===== config.mk =====
export PLATFORM = sky130hd
export DESIGN_NAME = aeration_pump_cycle_timer
export DESIGN_NICKNAME = d
export VERILOG_FILES = /design/src/sv/apct_pkg.sv /design/src/sv/aeration_pump_cycle_timer.sv
export VERILOG_INCLUDE_DIRS = /design/src /design/src/sv
export SDC_FILE = /design/constraint.sdc
export NUM_CORES = 1
export LEC_CHECK = 0
export BUFFER_PORTS_ARGS = -buffer_cell sky130_fd_sc_hd__buf_2
export CAP_MARGIN = 5
export CELL_PAD_IN_SITES_DETAIL_PLACEMENT = 1
export CELL_PAD_IN_SITES_GLOBAL_PLACEMENT = 1
export CORE_ASPECT_RATIO = 1.25
export CORE_MARGIN = 2
export CORE_UTILIZATION = 35
export DETAILED_ROUTE_END_ITERATION = 10
export GPL_TIMING_DRIVEN = 1
export PLACE_DENSITY = 0.62
export SYNTH_ARGS = -nofsm -noshare
export SYNTH_HDL_FRONTEND = slang
export SYNTH_SLANG_ARGS = --single-unit

===== constraint.sdc =====
create_clock -name clk -period 8.1 [get_ports clk]
set_input_delay 1.215 -clock clk [delete_from_list [all_inputs] [get_ports clk]]
set_output_delay 1.215 -clock clk [all_outputs]
set_load 0.005 [all_outputs]

===== src/sv/aeration_pump_cycle_timer_macros.svh =====
// ----------------------------------------------------------------------------
// Assertion macros for the aeration pump cycle timer
// Concurrent checks on clk, disabled while rst_n is low; empty in synthesis.
// ----------------------------------------------------------------------------
`ifndef AERATION_PUMP_CYCLE_TIMER_MACROS_SVH
`define AERATION_PUMP_CYCLE_TIMER_MACROS_SVH

`ifndef SYNTHESIS
// antecedent implies consequent in the same cycle
`define APCT_ASSERT_IMP(lbl, ante, cons, msg) \
    lbl: assert property (@(posedge clk) disable iff (!rst_n) (ante) |-> (cons)) \
        else $error(msg);
// antecedent implies consequent in the next cycle
`define APCT_ASSERT_NXT(lbl, ante, cons, msg) \
    lbl: assert property (@(posedge clk) disable iff (!rst_n) (ante) |=> (cons)) \
        else $error(msg);
`else
`define APCT_ASSERT_IMP(lbl, ante, cons, msg)
`define APCT_ASSERT_NXT(lbl, ante, cons, msg)
`endif

`endif


===== src/sv/apct_pkg.sv =====
// ----------------------------------------------------------------------------
// apct_pkg
// Word types, request, mode and pump phase codes, and register map of the
// aeration pump cycle timer.
// ----------------------------------------------------------------------------
package apct_pkg;

    localparam logic [1:0] REQ_TICK      = 2'd0;
    localparam logic [1:0] REQ_AIR_START = 2'd1;
    localparam logic [1:0] REQ_PUMP_INIT = 2'd2;

    localparam logic [1:0] MODE_OTHER  = 2'd0;
    localparam logic [1:0] MODE_AIR    = 2'd1;
    localparam logic [1:0] MODE_CIRC   = 2'd2;
    localparam logic [1:0] MODE_MANUAL = 2'd3;

    localparam logic [1:0] PUMP_DISABLED = 2'd0;
    localparam logic [1:0] PUMP_OFF      = 2'd1;
    localparam logic [1:0] PUMP_ON       = 2'd2;

    localparam logic [5:0] SEC_PER_MIN    = 6'd60;
    localparam logic [7:0] MIN_PER_HOUR   = 8'd60;
    localparam logic [5:0] PUMP_RELOAD_S  = 6'd2;

    // register indexes (byte address = 4 * index)
    localparam int unsigned ADDR_W = 5;
    localparam logic [2:0] REG_AIR_ON     = 3'd0;
    localparam logic [2:0] REG_AIR_OFF    = 3'd1;
    localparam logic [2:0] REG_CIRC_ON    = 3'd2;
    localparam logic [2:0] REG_CIRC_OFF   = 3'd3;
    localparam logic [2:0] REG_PUMP_ON    = 3'd4;
    localparam logic [2:0] REG_PUMP_OFF_H = 3'd5;
    localparam logic [2:0] REG_PUMP_OFF_M = 3'd6;

    localparam logic [7:0] RST_AIR_ON     = 8'd30;
    localparam logic [7:0] RST_AIR_OFF    = 8'd30;
    localparam logic [7:0] RST_CIRC_ON    = 8'd5;
    localparam logic [7:0] RST_CIRC_OFF   = 8'd25;
    localparam logic [7:0] RST_PUMP_ON    = 8'd10;
    localparam logic [7:0] RST_PUMP_OFF_H = 8'd1;
    localparam logic [7:0] RST_PUMP_OFF_M = 8'd0;

    typedef struct packed {
        logic [1:0] req_type;
        logic [1:0] plant_mode;
        logic       error_active;
    } in_word_t;

    typedef struct packed {
        logic       air_drive;
        logic       pump_drive;
        logic       air_phase_on;
        logic [7:0] air_minutes_left;
        logic [5:0] air_seconds_left;
        logic [1:0] pump_phase;
        logic [7:0] pump_hours_left;
        logic [7:0] pump_minutes_left;
        logic [5:0] pump_seconds_left;
    } out_word_t;

endpackage


===== src/sv/aeration_pump_cycle_timer.sv =====
// ----------------------------------------------------------------------------
// aeration_pump_cycle_timer
// Air and inflow pump duty-cycle timers driven by second ticks and start words.
// ----------------------------------------------------------------------------
// Usage:
//   in channel  : in_valid / in_stall / in_data, one request word each
//                 (second tick, start air phase, pump init).
//   out channel : out_valid / out_stall / out_data, one status word for every
//                 request word, giving drives, phases and remaining times.
//   APB port    : seven 8-bit time registers at byte address 4*index; write
//                 only while no word is in flight. pready is tied high.
// Each status word is registered; throughput is one word per cycle while
// in_stall is low. The timer update is a single pass over the state
// registers, and the output holds a main register and a skid register so a
// word is still taken in the cycle the receiver first stalls. in_stall rises
// only when both output registers are full.
// Reset clears the timers (pump phase off), loads the default register
// values and empties the output registers.
// ----------------------------------------------------------------------------
`include "aeration_pump_cycle_timer_macros.svh"

module aeration_pump_cycle_timer
(
    input  logic                                clk,
    input  logic                                rst_n,
    input  logic                                in_valid,
    output logic                                in_stall,
    input  apct_pkg::in_word_t                  in_data,
    output logic                                out_valid,
    input  logic                                out_stall,
    output apct_pkg::out_word_t                 out_data,
    input  logic                                psel,
    input  logic                                penable,
    input  logic                                pwrite,
    input  logic [apct_pkg::ADDR_W-1:0]         paddr,
    input  logic [31:0]                         pwdata,
    output logic [31:0]                         prdata,
    output logic                                pready
);

    // configuration registers
    logic [7:0] air_on_min_reg, air_off_min_reg, circ_on_min_reg, circ_off_min_reg;
    logic [7:0] pump_on_min_reg, pump_off_h_reg, pump_off_min_reg;

    // timer state
    logic       air_phase_reg, air_phase_next;
    logic [7:0] air_min_reg, air_min_next;
    logic [5:0] air_sec_reg, air_sec_next;
    logic       air_out_reg, air_out_next;
    logic [1:0] pump_mode_reg, pump_mode_next;
    logic [7:0] pump_h_reg, pump_h_next;
    logic [7:0] pump_min_reg, pump_min_next;
    logic [5:0] pump_sec_reg, pump_sec_next;
    logic       pump_out_reg, pump_out_next;
    logic       pump_started_reg, pump_started_next;

    // output buffer
    apct_pkg::out_word_t main_reg, skid_reg, result;
    logic                main_valid_reg, skid_valid_reg;

    logic       accept, take, cfg_write, pump_follows;
    logic [2:0] cfg_index;

    assign pready    = 1'b1;
    assign cfg_write = psel && penable && pwrite && pready;
    assign cfg_index = paddr[4:2];

    assign in_stall  = skid_valid_reg;
    assign accept    = in_valid && !skid_valid_reg;
    assign out_valid = main_valid_reg;
    assign out_data  = main_reg;
    assign take      = main_valid_reg && !out_stall;

    always_ff @(posedge clk or negedge rst_n)
    begin
        if (!rst_n)
        begin
            air_on_min_reg   <= apct_pkg::RST_AIR_ON;
            air_off_min_reg  <= apct_pkg::RST_AIR_OFF;
            circ_on_min_reg  <= apct_pkg::RST_CIRC_ON;
            circ_off_min_reg <= apct_pkg::RST_CIRC_OFF;
            pump_on_min_reg  <= apct_pkg::RST_PUMP_ON;
            pump_off_h_reg   <= apct_pkg::RST_PUMP_OFF_H;
            pump_off_min_reg <= apct_pkg::RST_PUMP_OFF_M;
        end
        else if (cfg_write)
        begin
            case (cfg_index)
                apct_pkg::REG_AIR_ON:     air_on_min_reg   <= pwdata[7:0];
                apct_pkg::REG_AIR_OFF:    air_off_min_reg  <= pwdata[7:0];
                apct_pkg::REG_CIRC_ON:    circ_on_min_reg  <= pwdata[7:0];
                apct_pkg::REG_CIRC_OFF:   circ_off_min_reg <= pwdata[7:0];
                apct_pkg::REG_PUMP_ON:    pump_on_min_reg  <= pwdata[7:0];
                apct_pkg::REG_PUMP_OFF_H: pump_off_h_reg   <= pwdata[7:0];
                apct_pkg::REG_PUMP_OFF_M: pump_off_min_reg <= pwdata[7:0];
                default: ;
            endcase
        end
    end

    always_comb
    begin
        case (cfg_index)
            apct_pkg::REG_AIR_ON:     prdata = {24'd0, air_on_min_reg};
            apct_pkg::REG_AIR_OFF:    prdata = {24'd0, air_off_min_reg};
            apct_pkg::REG_CIRC_ON:    prdata = {24'd0, circ_on_min_reg};
            apct_pkg::REG_CIRC_OFF:   prdata = {24'd0, circ_off_min_reg};
            apct_pkg::REG_PUMP_ON:    prdata = {24'd0, pump_on_min_reg};
            apct_pkg::REG_PUMP_OFF_H: prdata = {24'd0, pump_off_h_reg};
            apct_pkg::REG_PUMP_OFF_M: prdata = {24'd0, pump_off_min_reg};
            default:                  prdata = 32'd0;
        endcase
    end

    // timer update for one request word
    always_comb
    begin
        air_phase_next    = air_phase_reg;
        air_min_next      = air_min_reg;
        air_sec_next      = air_sec_reg;
        air_out_next      = air_out_reg;
        pump_mode_next    = pump_mode_reg;
        pump_h_next       = pump_h_reg;
        pump_min_next     = pump_min_reg;
        pump_sec_next     = pump_sec_reg;
        pump_out_next     = pump_out_reg;
        pump_started_next = pump_started_reg;
        pump_follows      = (pump_mode_reg == apct_pkg::PUMP_ON) &&
                            (in_data.plant_mode != apct_pkg::MODE_MANUAL);

        case (in_data.req_type)
            apct_pkg::REQ_TICK:
            begin
                if (in_data.plant_mode inside {apct_pkg::MODE_AIR, apct_pkg::MODE_CIRC,
                                               apct_pkg::MODE_MANUAL})
                begin
                    if (air_sec_next == 6'd0 && !in_data.error_active)
                    begin
                        air_sec_next = apct_pkg::SEC_PER_MIN;
                        if (air_min_next != 8'd0)
                            air_min_next = air_min_next - 8'd1;
                    end
                    if (air_sec_next != 6'd0)
                        air_sec_next = air_sec_next - 6'd1;
                    // toggle the phase even with an error pending
                    if (air_min_next == 8'd0 && air_sec_next == 6'd0)
                    begin
                        if (air_phase_reg)
                        begin
                            air_out_next   = 1'b0;
                            if (pump_follows)
                                pump_out_next = 1'b1;
                            air_phase_next = 1'b0;
                            air_min_next   = (in_data.plant_mode == apct_pkg::MODE_AIR) ?
                                             air_off_min_reg : circ_off_min_reg;
                        end
                        else
                        begin
                            if (pump_follows)
                                pump_out_next = 1'b0;
                            air_out_next   = 1'b1;
                            air_phase_next = 1'b1;
                            air_min_next   = (in_data.plant_mode == apct_pkg::MODE_AIR) ?
                                             air_on_min_reg : circ_on_min_reg;
                        end
                    end
                end

                // pump part sees the air phase as left above
                if (pump_mode_reg != apct_pkg::PUMP_DISABLED &&
                    (in_data.plant_mode == apct_pkg::MODE_AIR ||
                     in_data.plant_mode == apct_pkg::MODE_CIRC) &&
                    !(air_phase_next && pump_mode_reg == apct_pkg::PUMP_ON))
                begin
                    if (pump_sec_next == 6'd0)
                    begin
                        if (pump_min_next != 8'd0 || pump_h_next != 8'd0)
                            pump_sec_next = apct_pkg::SEC_PER_MIN;
                        if (pump_min_next == 8'd0 && pump_h_next != 8'd0)
                        begin
                            pump_min_next = apct_pkg::MIN_PER_HOUR;
                            pump_h_next   = pump_h_next - 8'd1;
                        end
                        if (pump_min_next != 8'd0)
                            pump_min_next = pump_min_next - 8'd1;
                    end
                    if (pump_sec_next != 6'd0)
                        pump_sec_next = pump_sec_next - 6'd1;
                    if (pump_h_next == 8'd0 && pump_min_next == 8'd0 &&
                        pump_sec_next == 6'd0 && !in_data.error_active)
                    begin
                        // the unused phase code counts as off
                        if (pump_mode_reg == apct_pkg::PUMP_ON)
                        begin
                            pump_mode_next = apct_pkg::PUMP_OFF;
                            pump_h_next    = pump_off_h_reg;
                            pump_min_next  = pump_off_min_reg;
                            pump_out_next  = 1'b0;
                        end
                        else
                        begin
                            pump_mode_next = apct_pkg::PUMP_ON;
                            pump_h_next    = 8'd0;
                            pump_min_next  = pump_on_min_reg;
                            pump_out_next  = 1'b1;
                        end
                        pump_sec_next = apct_pkg::PUMP_RELOAD_S;
                    end
                end
            end
            apct_pkg::REQ_AIR_START:
            begin
                air_phase_next = 1'b1;
                air_min_next   = (in_data.plant_mode == apct_pkg::MODE_AIR) ?
                                 air_on_min_reg : circ_on_min_reg;
                air_sec_next   = 6'd0;
            end
            apct_pkg::REQ_PUMP_INIT:
            begin
                if (!pump_started_reg)
                begin
                    pump_h_next = 8'd0;
                    if (pump_on_min_reg == 8'd0)
                    begin
                        pump_min_next  = 8'd0;
                        pump_sec_next  = 6'd0;
                        pump_mode_next = apct_pkg::PUMP_DISABLED;
                    end
                    else
                    begin
                        pump_min_next  = 8'd1;
                        pump_sec_next  = apct_pkg::PUMP_RELOAD_S;
                        pump_mode_next = apct_pkg::PUMP_OFF;
                    end
                    pump_started_next = 1'b1;
                end
            end
            default: ;
        endcase

        result.air_drive         = air_out_next;
        result.pump_drive        = pump_out_next;
        result.air_phase_on      = air_phase_next;
        result.air_minutes_left  = air_min_next;
        result.air_seconds_left  = air_sec_next;
        result.pump_phase        = pump_mode_next;
        result.pump_hours_left   = pump_h_next;
        result.pump_minutes_left = pump_min_next;
        result.pump_seconds_left = pump_sec_next;
    end

    always_ff @(posedge clk or negedge rst_n)
    begin
        if (!rst_n)
        begin
            air_phase_reg    <= 1'b0;
            air_min_reg      <= 8'd0;
            air_sec_reg      <= 6'd0;
            air_out_reg      <= 1'b0;
            pump_mode_reg    <= apct_pkg::PUMP_OFF;
            pump_h_reg       <= 8'd0;
            pump_min_reg     <= 8'd0;
            pump_sec_reg     <= 6'd0;
            pump_out_reg     <= 1'b0;
            pump_started_reg <= 1'b0;
        end
        else if (accept)
        begin
            air_phase_reg    <= air_phase_next;
            air_min_reg      <= air_min_next;
            air_sec_reg      <= air_sec_next;
            air_out_reg      <= air_out_next;
            pump_mode_reg    <= pump_mode_next;
            pump_h_reg       <= pump_h_next;
            pump_min_reg     <= pump_min_next;
            pump_sec_reg     <= pump_sec_next;
            pump_out_reg     <= pump_out_next;
            pump_started_reg <= pump_started_next;
        end
    end

    // main register feeds the port; skid catches a word while main is stalled
    always_ff @(posedge clk or negedge rst_n)
    begin
        if (!rst_n)
        begin
            main_valid_reg <= 1'b0;
            skid_valid_reg <= 1'b0;
        end
        else
        begin
            if (!main_valid_reg || take)
            begin
                if (skid_valid_reg)
                begin
                    main_valid_reg <= 1'b1;
                    skid_valid_reg <= 1'b0;
                end
                else
                begin
                    main_valid_reg <= accept;
                end
            end
            else if (accept)
            begin
                skid_valid_reg <= 1'b1;
            end
        end
    end

    always_ff @(posedge clk)
    begin
        if (!main_valid_reg || take)
        begin
            if (skid_valid_reg)
                main_reg <= skid_reg;
            else if (accept)
                main_reg <= result;
        end
        else if (accept)
        begin
            skid_reg <= result;
        end
    end

    `APCT_ASSERT_IMP(a_skid_needs_main, skid_valid_reg, main_valid_reg, "skid full with main empty")
    `APCT_ASSERT_NXT(a_stalled_accept_fills_skid, accept && main_valid_reg && !take, skid_valid_reg, "word lost while output stalled")
    `APCT_ASSERT_NXT(a_pump_started_holds, pump_started_reg, pump_started_reg, "pump init flag cleared")
    `APCT_ASSERT_IMP(a_seconds_range, 1'b1, air_sec_reg <= apct_pkg::SEC_PER_MIN && pump_sec_reg <= apct_pkg::SEC_PER_MIN, "seconds above one minute")

endmodule

Yosys cells after proc, flatten, opt, wreduce, memory -nomap -nowiden. Cells that the tools add are included. W data, S select, Z words.

Multipliers: 0. Muxes and demuxes: 82. Order comparisons: 0. Bitwise gates (word level): 1. Add/sub/neg operators: 5. Reduce and logical (&&, ||, !) cells: 53. Equality and inequality tests: 13. Shift-type cells: 0. Div/mod/pow operators: 0.

Operators with widths (number): $mux W8 (29); $mux W6 (17); $mux W41 (2); $pmux W8 S7 (1); $pmux W8 S2 (3); $logic_not A8 Y1 (5); $reduce_bool A8 Y1 (4); $logic_not A6 Y1 (4); $pmux W6 S2 (2); $sub A8 B1 Y8 const B (3); $mux W1 (21); $reduce_and A2 Y1 (10); $logic_and A1 B1 Y1 (14); $reduce_bool A6 Y1 (2); $sub A6 B1 Y6 const B (2); $mux W2 (5); $eq A3 B3 Y1 const B (3); $eq A2 B2 Y1 const B (4); $eq A3 B2 Y1 const B (2); $reduce_bool A2 Y1 (3); $logic_not A1 Y1 (5); $eq A2 B1 Y1 const B (2); $pmux W2 S2 (1); $eq A3 B1 Y1 const B (1); other kinds (7) (9).

Word-level logic and storage cells: 191. ROM bits: 0. Output and inout port bits: 76. Register bits: 182. Latch bits: 0. Bits in writable memories: 0. Memories: 0.

Depth between registers and ports, before layout. Gate-level depths: netlist (run 1).

Depth after elaboration: 33. Gate-level depth with buffers: 14.

Worst setup path before layout (run 1). No wires, ideal clock.

Kind: input-to-reg. Start point: in in_data[0] in the netlist's numbering. End point: reg main_reg, in the netlist out_data[39], data pin. Setup slack: 4.015 ns. Stages: 10. Data required time: 7.840 ns. Arrival: 3.825 ns. Cell sequence: or3b_2 a211oi_2 and3_1 nor2_1 or4b_1 clkbuf_1 nor4_1 mux2i_1 a22oi_2 mux2_2.

Longest elaborated chain between the ends: 21.

RTL lines: from (decl) (RTL line aeration_pump_cycle_timer.sv:28) `input apct_pkg::in_word_t in_data,`; $logic_not A1 Y1 * (RTL line aeration_pump_cycle_timer.sv:137, aeration_pump_cycle_timer.sv:190); $logic_and A1 B1 Y1 (RTL line aeration_pump_cycle_timer.sv:137) `if (air_sec_next == 6'd0 && !in_data.error_active)`; $mux W6 (RTL line aeration_pump_cycle_timer.sv:137); $mux W6 (RTL line aeration_pump_cycle_timer.sv:134) `if (in_data.plant_mode inside {apct_pkg::MODE_AIR, apct_pkg::MODE_CIRC,`; $mux W6 (RTL line aeration_pump_cycle_timer.sv:131) `case (in_data.req_type)`; $sub A6 B1 Y6 / $reduce_bool A6 Y1 (equally long branches) (RTL line aeration_pump_cycle_timer.sv:144, aeration_pump_cycle_timer.sv:143); $mux W6 (RTL line aeration_pump_cycle_timer.sv:143) `if (air_sec_next != 6'd0)`; $mux W6 (RTL line aeration_pump_cycle_timer.sv:134); [... 6 more ...]; $logic_and A1 B1 Y1 (RTL line aeration_pump_cycle_timer.sv:173) `!(air_phase_next && pump_mode_reg == apct_pkg::PUMP_ON))`; $logic_not A1 Y1 (RTL line aeration_pump_cycle_timer.sv:173); $logic_and A1 B1 Y1 (RTL line aeration_pump_cycle_timer.sv:172) `in_data.plant_mode == apct_pkg::MODE_CIRC) &&`; $mux W1 * (RTL line aeration_pump_cycle_timer.sv:170) `if (pump_mode_reg != apct_pkg::PUMP_DISABLED &&`; $mux W1 * (RTL line aeration_pump_cycle_timer.sv:131); named net pump_out_next (RTL line aeration_pump_cycle_timer.sv:54) `logic pump_out_reg, pump_out_next;`; $mux W41 * (RTL line aeration_pump_cycle_timer.sv:317) `else if (accept)`; $mux W41 * (RTL line aeration_pump_cycle_timer.sv:315) `if (skid_valid_reg)`; to (signal assigned) (RTL line aeration_pump_cycle_timer.sv:316) `main_reg <= skid_reg;`; to (signal assigned) (RTL line aeration_pump_cycle_timer.sv:318) `main_reg <= result;`; to (decl) (RTL line aeration_pump_cycle_timer.sv:58) `apct_pkg::out_word_t main_reg, skid_reg, result;`.

The timed path passes the listed nets; every way through them passes the cells marked *. The select of a mux whose other input is x is not followed. A chain may end at the register's enable or synchronous reset.

Worst setup path after layout (run 1).
Start point: in in_data[0] in the netlist's numbering. End point: reg main_reg, in the netlist out_data[19], data pin.

Longest elaborated chain between the ends: 21.

RTL lines (RTL line): $logic_not A1 Y1 * (aeration_pump_cycle_timer.sv:137, aeration_pump_cycle_timer.sv:190); $logic_and A1 B1 Y1 (aeration_pump_cycle_timer.sv:137); $mux W6 (aeration_pump_cycle_timer.sv:137); $mux W6 (aeration_pump_cycle_timer.sv:134); $mux W6 (aeration_pump_cycle_timer.sv:131); $sub A6 B1 Y6 / $reduce_bool A6 Y1 (equally long branches) (aeration_pump_cycle_timer.sv:144, aeration_pump_cycle_timer.sv:143); $mux W6 (aeration_pump_cycle_timer.sv:143); $mux W6 (aeration_pump_cycle_timer.sv:134); [... 5 more ...]; $mux W1 (aeration_pump_cycle_timer.sv:131); $logic_and A1 B1 Y1 (aeration_pump_cycle_timer.sv:173); $logic_not A1 Y1 (aeration_pump_cycle_timer.sv:173); $logic_and A1 B1 Y1 (aeration_pump_cycle_timer.sv:172); $mux W8 * (aeration_pump_cycle_timer.sv:170); $pmux W8 S2 * (aeration_pump_cycle_timer.sv:131); $mux W41 * (aeration_pump_cycle_timer.sv:317); $mux W41 * (aeration_pump_cycle_timer.sv:315).

Mark *: on every way between the ends. The rest lies on a longest branch, timed or not. The select of a mux whose other input is x is not followed.

==> qor.csv, run 1 <==
metric,value,unit
status,"finished, final reports clean",
pins over their slew limit,0,
fillcell total,3280,
"commonest cells after routing, fill and taps aside","nand2_1 (112), mux2_2 (88), dfrtp_1 (83), edfxtp_1 (82), o21ai_0 (78)",
Seq pwr share,0.435,
Starting Density,0.3573,
power density over the cells,254.3,nW/um^2
setup TNS,0,ns
Rel. slew slack,0.3560,
"most common cell after layout, fill and taps aside",nand2_1,
Post-CTS Setup Bufs,0,
total CTS buffers,17,
Port Buffers,73,
Clock Path Buffers,2,
Hold Fails Final Rpt,0,
worst-path fanout max,9,
"flops & latches, synth",182,
Worst-Skew Late Latency,0.45,ns
# hold bufs at CTS,0,
# resized after CTS,0,
Vias/cell,5.512,
largest net degree at the start of global routing,71,
total track usage,0.2024,
CTS tree,yes,
GPL Wtd Cong,0.8768,
routed wire length,31270,microns
# DRC,0,
critical path required time,8.37,ns
"Data arrival, critical path",4.69,ns
die height,197.5,microns
slew at the pin closest to its max-slew limit,0.9660,ns
RSZ-0062 raised after global routing,no,
synthesized area per cell,10.25,sq um
detailed placer's ending HPWL,21830,microns
clock power share,0.284,
Cell Int Power,1.903,mW
Fmax,226.0,MHz
Routed wire per std cell,21.19,microns
CP Class,input pin to flip-flop,
Synth Warn #,0,
Vias,8136,
nets,1129,
LEAKAGE,4.714,nW
"antenna viol nets, final",0,
sw frac,0.3603,
# rows,70,
max cap viols,0,
vias in the first global route,8352,
Synth cell types,92,
GRT Residual Overflow,0,
drt initial violations,457,
# IOs,125,
"EDFF count, synth",82,
CP Capture Type,flip-flop,
# H-tree levels,4,
Die Width,158.8,microns
Post-Layout Inst Area,11700,sq um
layout cells sized above 1,0.2343,
Placed Instance Area,11120,sq um
core area,29340,sq um
sw power,1.072,mW
antenna violations before repair,0,
final setup fails,0,
Main synth FF type,dfrtp_1,
drt pass-1 iters,6,
asr flop ratio synth,0.5495,
Syn Std Cell Area,10480,sq um
combinational power share,0.281,
cell count after synthesis,1023,
CP startpoint kind,input pin,
die area,31360,sq um
clock slew at reported path FFs,0.08,ns
first-pass GRT wire length,49470,microns
Area Overhead vs Synth,11.56,%
Final min period,4.424,ns
worst hold path type,flip-flop to flip-flop,
Final period util,0.5462,
antenna cells,0,
peak supply drop,135.9,uV
clk_skew,0.01164,ns
clock root cell,clkbuf_16,
Clock Sinks,182,
register area share after synthesis,0.4756,
==> cells in the mapped netlist, types with 7 or more instances <==
cell type,instances,area (sq um)
nor3b_1,7,52.55
o31ai_1,16,120.1
a21oi_1,53,265.3
mux2_2,88,991.0
or3_1,9,56.30
nand2_1,112,420.4
nand3_1,17,85.08
dfrtp_1,83,2077
nor2_1,69,259.0
nor2b_1,10,62.56
buf_4,26,195.2
ha_1,13,162.7
a32oi_1,7,61.31
o22ai_1,11,68.82
buf_2,15,75.07
a31oi_1,22,137.6
clkbuf_1,42,157.7
edfxtp_1,82,2462
dfstp_2,17,446.7
nand2b_1,8,50.05
mux2i_1,32,320.3
and2_1,12,75.07
inv_1,35,131.4
nor3_1,21,105.1
o21ai_0,78,390.4
a22o_1,8,70.07
==> kinds of logic after synthesis <==
| logic type | after synthesis | share of synthesized area |
|---|---|---|
| compound gates | 260 | 0.1624 |
| xor+xnor | 7 | 0.005848 |
| fa+ha+maj | 13 | 0.01552 |
| buf+inv | 123 | 0.05585 |
| flops | 182 | 0.4756 |
| mux | 124 | 0.1337 |
| other cells | 2 | 0.0007163 |
| simple gates | 312 | 0.1504 |
==> critical path, cell delays in order <==
cell	delay (ns)
buf_2	0.16
or3b_2	0.55
a211oi_2	0.41
nor2_1	0.11
o211a_1	0.27
a311oi_2	0.54
nor3_2	0.19
nor2_1	0.62
nand2_1	0.34
o21ai_0	0.29
==> layout make-up <==
class,instances,area [sq um],share of cell area
inverters,38,142.6,0.01220
clock buffers,18,450.4,0.03851
multi-input cells,741,5022,0.4294
repair buffers,87,473.0,0.04044
well taps,396,495.5,0.04236
clock inverters,14,126.4,0.01080
flip-flops and latches,182,4986,0.4263
==> metal layers <==
metal	wire length, microns	track usage
met1	14880	0.2757
met2	15030	0.3419
met3	932	0.02582
met4	427	0.05233
met5	0	0
==> worst paths after layout <==
kind	start	end	slack (ns)	cells past startpoint
setup reg to reg	air_min_reg[0]$_DFFE_PN0P_	out_data[19]$_DFFE_PP_	3.68	11
setup / recovery	in_data[0]	out_data[19]$_DFFE_PP_	3.68	10
hold / removal	air_out_reg$_DFFE_PN0P_	air_out_reg$_DFFE_PN0P_	0.49	2
max in group asynchronous	rst_n	air_min_reg[2]$_DFFE_PN0P_	6.03	2
min in group asynchronous	rst_n	pump_sec_reg[0]$_DFFE_PN0P_	0.73	1
hold reg to reg	air_out_reg$_DFFE_PN0P_	air_out_reg$_DFFE_PN0P_	0.49	2
==> through the flow <==
stage                     hold slack, ns  instances    util  setup slack (ns)  total power [mW]
after global placement            0.4648       1444  0.3790             3.187             2.124
final                             0.4904       1476  0.3986             3.676             2.975
after floorplan                   0.4457       1046       -             4.015             1.865
after global routing              0.5156       1476  0.3986             3.356             3.148
after CTS                         0.4924       1476  0.3986             3.640             2.996
after detailed placement          0.4704       1444  0.3790             3.189             2.145
==> power by group through the flow <==
stage / Sequential (mW) / Combinational [mW] / Clock (mW)
6_report: 1.29 / 0.836 / 0.844
2_1_floorplan: 1.23 / 0.633 / 0
3_3_place_gp: 1.30 / 0.821 / 0
4_1_cts: 1.29 / 0.842 / 0.863
3_5_place_dp: 1.31 / 0.836 / 0
5_1_grt: 1.32 / 0.932 / 0.899
(Power assumes the default switching activity.)
==> inputs of run 2 (changes only) <==
clock period = 4.1 ns   (was 8.1 ns; I/O delays follow)
==> qor.csv, run 2 (synthesis results as in run 1) <==
metric,value,unit,change
status,"finished, final reports clean",,
Tot Pwr,6.034,mW,+100%
CP Class,flip-flop to flip-flop,,
"commonest cells after routing, fill and taps aside","nand2_1 (112), mux2_2 (88), dfrtp_1 (83), edfxtp_1 (82), o21ai_0 (77)",,
drt initial violations,488,,+6.8%
die height,197.5,microns,unchanged
nets,1170,,+3.6%
# IOs,125,,unchanged
Worst-Skew Late Latency,0.45,ns,about the same
max cap viols,0,,unchanged
first-pass GRT wire length,50780,microns,+2.6%
Vias,8265,,+1.6%
clock slew at reported path FFs,0.07,ns,about the same
Routed wire per std cell,20.95,microns,-1.1%
clk_skew,0.01075,ns,-0.0008884 ns
Clock Sinks,182,,unchanged
peak supply drop,292.7,uV,+120%
final setup fails,0,,unchanged
clock root cell,clkbuf_16,,
routed wire length,31780,microns,+1.6%
# hold bufs at CTS,0,,unchanged
Area Overhead vs Synth,15.44,%,
power density over the cells,498.6,nW/um^2,+96%
total track usage,0.2086,,+0.006181
Hold Fails Final Rpt,0,,unchanged
r2r worst-path depth,12,,+1
# H-tree levels,4,,unchanged
antenna cells,0,,unchanged
Final period util,0.9639,,
critical path endpoint,out_data[22]$_DFFE_PP_,,
slew at the pin closest to its max-slew limit,1.004,ns,+0.03761 ns
# rows,70,,unchanged
"most common cell after layout, fill and taps aside",nand2_1,,
critical path required time,4.30,ns,-4.07 ns
post-route setup slack,0.1479,ns,-3.528 ns
total CTS buffers,17,,unchanged
Clock Path Buffers,2,,unchanged
"antenna viol nets, final",0,,unchanged
flop2flop setup slack,0.15,ns,-3.53 ns
Port Buffers,73,,unchanged
Final min period,3.952,ns,
# DRC,0,,unchanged
reg2reg start,pump_h_reg[1]$_DFFE_PN0P_,,
Post-Route Utilization,0.4125,,+0.01386
Die Width,158.8,microns,unchanged
worst setup path start,pump_h_reg[1]$_DFFE_PN0P_,,
largest net degree at the start of global routing,101,,+42%
layout cells sized above 1,0.2730,,+0.03871
detailed placer's ending HPWL,22530,microns,+3.2%
setup TNS,0,ns,unchanged
antenna violations before repair,0,,unchanged
RR Endpoint,out_data[22]$_DFFE_PP_,,
drt pass-1 iters,5,,-1
pins over their slew limit,0,,unchanged
Fmax,253.0,MHz,
Starting Density,0.3573,,unchanged
Setup WS pre-CTS,0.07839,ns,-3.111 ns
CTS tree,yes,,
GRT Residual Overflow,0,,unchanged
core area,29340,sq um,unchanged
CP startpoint kind,flip-flop,,
LEAKAGE,4.952,nW,+5.0%
Rel. slew slack,0.3296,,-0.02645
CP Capture Type,flip-flop,,
Vias/cell,5.448,,-1.2%
worst hold path type,input pin to async pin,,
Placed Instance Area,11450,sq um,+3.0%
Post-Layout Inst Area,12100,sq um,+3.5%
vias in the first global route,8485,,+1.6%
die area,31360,sq um,unchanged
GPL Wtd Cong,0.8836,,+0.78%
worst-path fanout max,5,,-4
"Data arrival, critical path",4.15,ns,-0.54 ns
## run 2: worst min path at each step
stage                                       start                     endpoint  slack (ns)  cells past startpoint
after floorplan                             rst_n   air_min_reg[0]$_DFFE_PN0P_        0.32                      0
after global placement    air_out_reg$_DFFE_PN0P_      air_out_reg$_DFFE_PN0P_        0.46                      2
after detailed placement  air_out_reg$_DFFE_PN0P_      air_out_reg$_DFFE_PN0P_        0.47                      2
after CTS                                   rst_n  pump_min_reg[1]$_DFFE_PN0P_        0.27                      2
after global routing                        rst_n  pump_min_reg[0]$_DFFE_PN0P_        0.27                      2
final                                       rst_n  pump_min_reg[1]$_DFFE_PN0P_        0.24                      2
## run 2: final cells by class
cell class	count	area, sq um
multi-input combinational	741	5081
fill	3280	17240
tap	396	495.5
sequential	182	4986
clock buffer	18	439.2
timing repair buffer	128	819.5
inverter	38	142.6
clock inverter	14	138.9
## run 2: layer usage
layer	share of wire	wire, microns	up-vias	global-route usage
li1	-	-	3891	-
met1	0.48	15130	4203	0.2849
met2	0.48	15350	150	0.3474
met3	0.026	842	21	0.02792
met4	0.015	465	0	0.06048
met5	0	0	-	0
## run 2: power by group
group / switching [mW] / leakage, nW / internal, mW
registers: 0.272 / 2.03 / 2.25
logic: 1.06 / 2.63 / 0.776
clock network: 0.799 / 0.290 / 0.873
total: 2.13 / 4.95 / 3.90
## run 2: timing repair
| item | in CTS | in global routing |
|---|---|---|
| buffers inserted | 0 | 1 |
| endpoints found under the setup margin | 0 | 28 |
| gates resized for setup | 0 | 17 |
## run 2: metrics by stage
stage,cells,hold WS [ns]
after floorplan,1046,0.3194
after CTS,1515,0.2680
after global placement,1483,0.4643
final,1517,0.2375
after detailed placement,1483,0.4725
after global routing,1517,0.2734
## run 2: critical path, cell delays in order, from the launching register on
cell      delay, ns
dfrtp_1        0.39
inv_2          0.08
ha_4           0.15
or4b_4         0.49
or3_4          0.36
a2111o_1       0.38
mux2i_1        0.14
or3_4          0.42
nor4_4         0.35
buf_6          0.17
a31oi_1        0.10
a221o_1        0.40
mux2_2         0.28
==> inputs of run 3 (changes only) <==
CELL_PAD_IN_SITES_DETAIL_PLACEMENT = default   (was 1)
CELL_PAD_IN_SITES_GLOBAL_PLACEMENT = default   (was 1)
PLACE_DENSITY = 0.55   (was 0.62)
==> qor.csv, run 3 (synthesis results as in run 1) <==
metric,value,unit,change
die area,31360,sq um,unchanged
Multi-input gate area,5056,sq um,-0.49%
clock root cell,clkbuf_16,,
Die Width,158.8,microns,unchanged
r2r worst-path depth,12,,unchanged
Rel. slew slack,0.3617,,+0.03214
total track usage,0.1848,,-0.02381
reg2reg start,pump_h_reg[1]$_DFFE_PN0P_,,
Post-Route Utilization,0.4103,,-0.002175
slew at the pin closest to its max-slew limit,0.9552,ns,-0.04841 ns
worst-path fanout max,6,,+1
dpl cells,1478,,-0.34%
antenna cells,0,,unchanged
GPL Wtd Cong,0.8810,,-0.29%
Hold Fails Final Rpt,0,,unchanged
Final min period,3.965,ns,+0.01257 ns
setup TNS,0,ns,unchanged
CTS tree,yes,,
"commonest cells after routing, fill and taps aside","nand2_1 (112), mux2_2 (88), dfrtp_1 (82), edfxtp_1 (82), o21ai_0 (77)",,
"most common cell after layout, fill and taps aside",nand2_1,,
detailed placer's ending HPWL,20580,microns,-8.7%
GRT Residual Overflow,0,,unchanged
CP startpoint kind,flip-flop,,
antenna violations before repair,0,,unchanged
pins over their slew limit,0,,unchanged
"antenna viol nets, final",0,,unchanged
Worst-Skew Late Latency,0.46,ns,about the same
# H-tree levels,4,,unchanged
Vias,8126,,-1.7%
# IOs,125,,unchanged
final setup fails,0,,unchanged
drt initial violations,592,,+21%
# rows,70,,unchanged
Clock Path Buffers,2,,unchanged
"Data arrival, critical path",4.18,ns,+0.03 ns
layout cells sized above 1,0.2661,,-0.006899
RSZ-0062 raised after global routing,no,,
clock slew at reported path FFs,0.08,ns,about the same
first-pass GRT wire length,44930,microns,-12%
peak supply drop,276.8,uV,-5.5%
Final period util,0.9670,,+0.003067
RR Endpoint,out_data[22]$_DFFE_PP_,,
Routed wire per std cell,19.07,microns,-9.0%
CP Capture Type,flip-flop,,
Clock Sinks,182,,unchanged
power density over the cells,487.6,nW/um^2,-2.2%
LEAKAGE,4.905,nW,-0.95%
core area,29340,sq um,unchanged
Area Overhead vs Synth,14.83,%,
max cap viols,0,,unchanged
sequential cell area,4987,sq um,about the same
drt pass-1 iters,5,,unchanged
largest net degree at the start of global routing,45,,-55%
clk_skew,0.02139,ns,+0.01064 ns
routed wire length,28900,microns,-9.1%
fillcell total,2834,,-14%
status,"finished, final reports clean",,
Vias/cell,5.360,,-1.6%
vias in the first global route,7829,,-7.7%
worst hold path type,input pin to async pin,,
# DRC,0,,unchanged
CP Class,flip-flop to flip-flop,,
Starting Density,0.3573,,unchanged
critical path required time,4.31,ns,about the same
nets,1169,,-0.085%
final std cells w/o fill,1516,,-0.066%
flop2flop setup slack,0.14,ns,about the same
total CTS buffers,17,,unchanged
Port Buffers,73,,unchanged
Fmax,252.2,MHz,-0.32%
die height,197.5,microns,unchanged
run 3: area by class of cell:
| cell class | count | area share |
|---|---|---|
| clock inverters | 13 | 0.009042 |
| repair buffers | 127 | 0.06776 |
| flip-flops and latches | 182 | 0.4143 |
| well taps | 396 | 0.04116 |
| multi-input cells | 741 | 0.4200 |
| inverters | 38 | 0.01185 |
| clock buffers | 19 | 0.03596 |
run 3: worst max-delay path by stage:
stage                        endpoint                 startpoint  cells after the start
2_1_floorplan  out_data[22]$_DFFE_PP_  pump_h_reg[0]$_DFFE_PN0P_                     11
3_3_place_gp   out_data[22]$_DFFE_PP_  pump_h_reg[1]$_DFFE_PN0P_                     12
3_5_place_dp   out_data[22]$_DFFE_PP_  pump_h_reg[1]$_DFFE_PN0P_                     12
4_1_cts        out_data[22]$_DFFE_PP_  pump_h_reg[1]$_DFFE_PN0P_                     12
5_1_grt        out_data[22]$_DFFE_PP_  pump_h_reg[1]$_DFFE_PN0P_                     12
6_report       out_data[22]$_DFFE_PP_  pump_h_reg[1]$_DFFE_PN0P_                     12
run 3: worst max-delay path: stages (launching register included):
cell and delay (ns):
dfrtp_2 0.43, inv_1 0.12, ha_4 0.15, or4b_4 0.48
or3_4 0.35, a2111o_1 0.38, mux2i_1 0.14, or3_4 0.41
nor4_4 0.33, buf_12 0.16, a31oi_1 0.10, a221o_1 0.39
mux2_2 0.28
run 3: per-layer routing:
metal  vias to the layer above  track usage  routed length, microns
met1                      3967       0.2522                   13710
li1                       3899            -                       -
met2                       220       0.3003                   13380
met4                         0      0.06286                     687
met5                         -            0                       0
met3                        40      0.02897                    1126
run 3: per-stage QoR:
step | power (mW) | cell area, sq um | hold slack [ns] | setup WS [ns]
after floorplan | 3.684 | 10570 | 0.3194 | 0.4909
after global placement | 4.264 | 11400 | 0.4671 | 0.1859
after detailed placement | 4.274 | 11400 | 0.4729 | 0.1497
after CTS | 5.876 | 11940 | 0.05029 | 0.1358
after global routing | 6.203 | 12040 | 0.05789 | 0.001083
final | 5.870 | 12040 | 0.05128 | 0.1353
run 3: repair_timing:
item / 4_1_cts / 5_1_grt
buffers inserted: 0 / 5
hold buffers: 0 / 0
setup endpoints to repair: 0 / 8
resized for setup: 0 / 9
run 3: power breakdown:
part	switching (mW)	internal, mW	total (mW)
sequential	0.264	2.25	2.52
clock	0.792	0.794	1.59
combinational	1.01	0.758	1.77
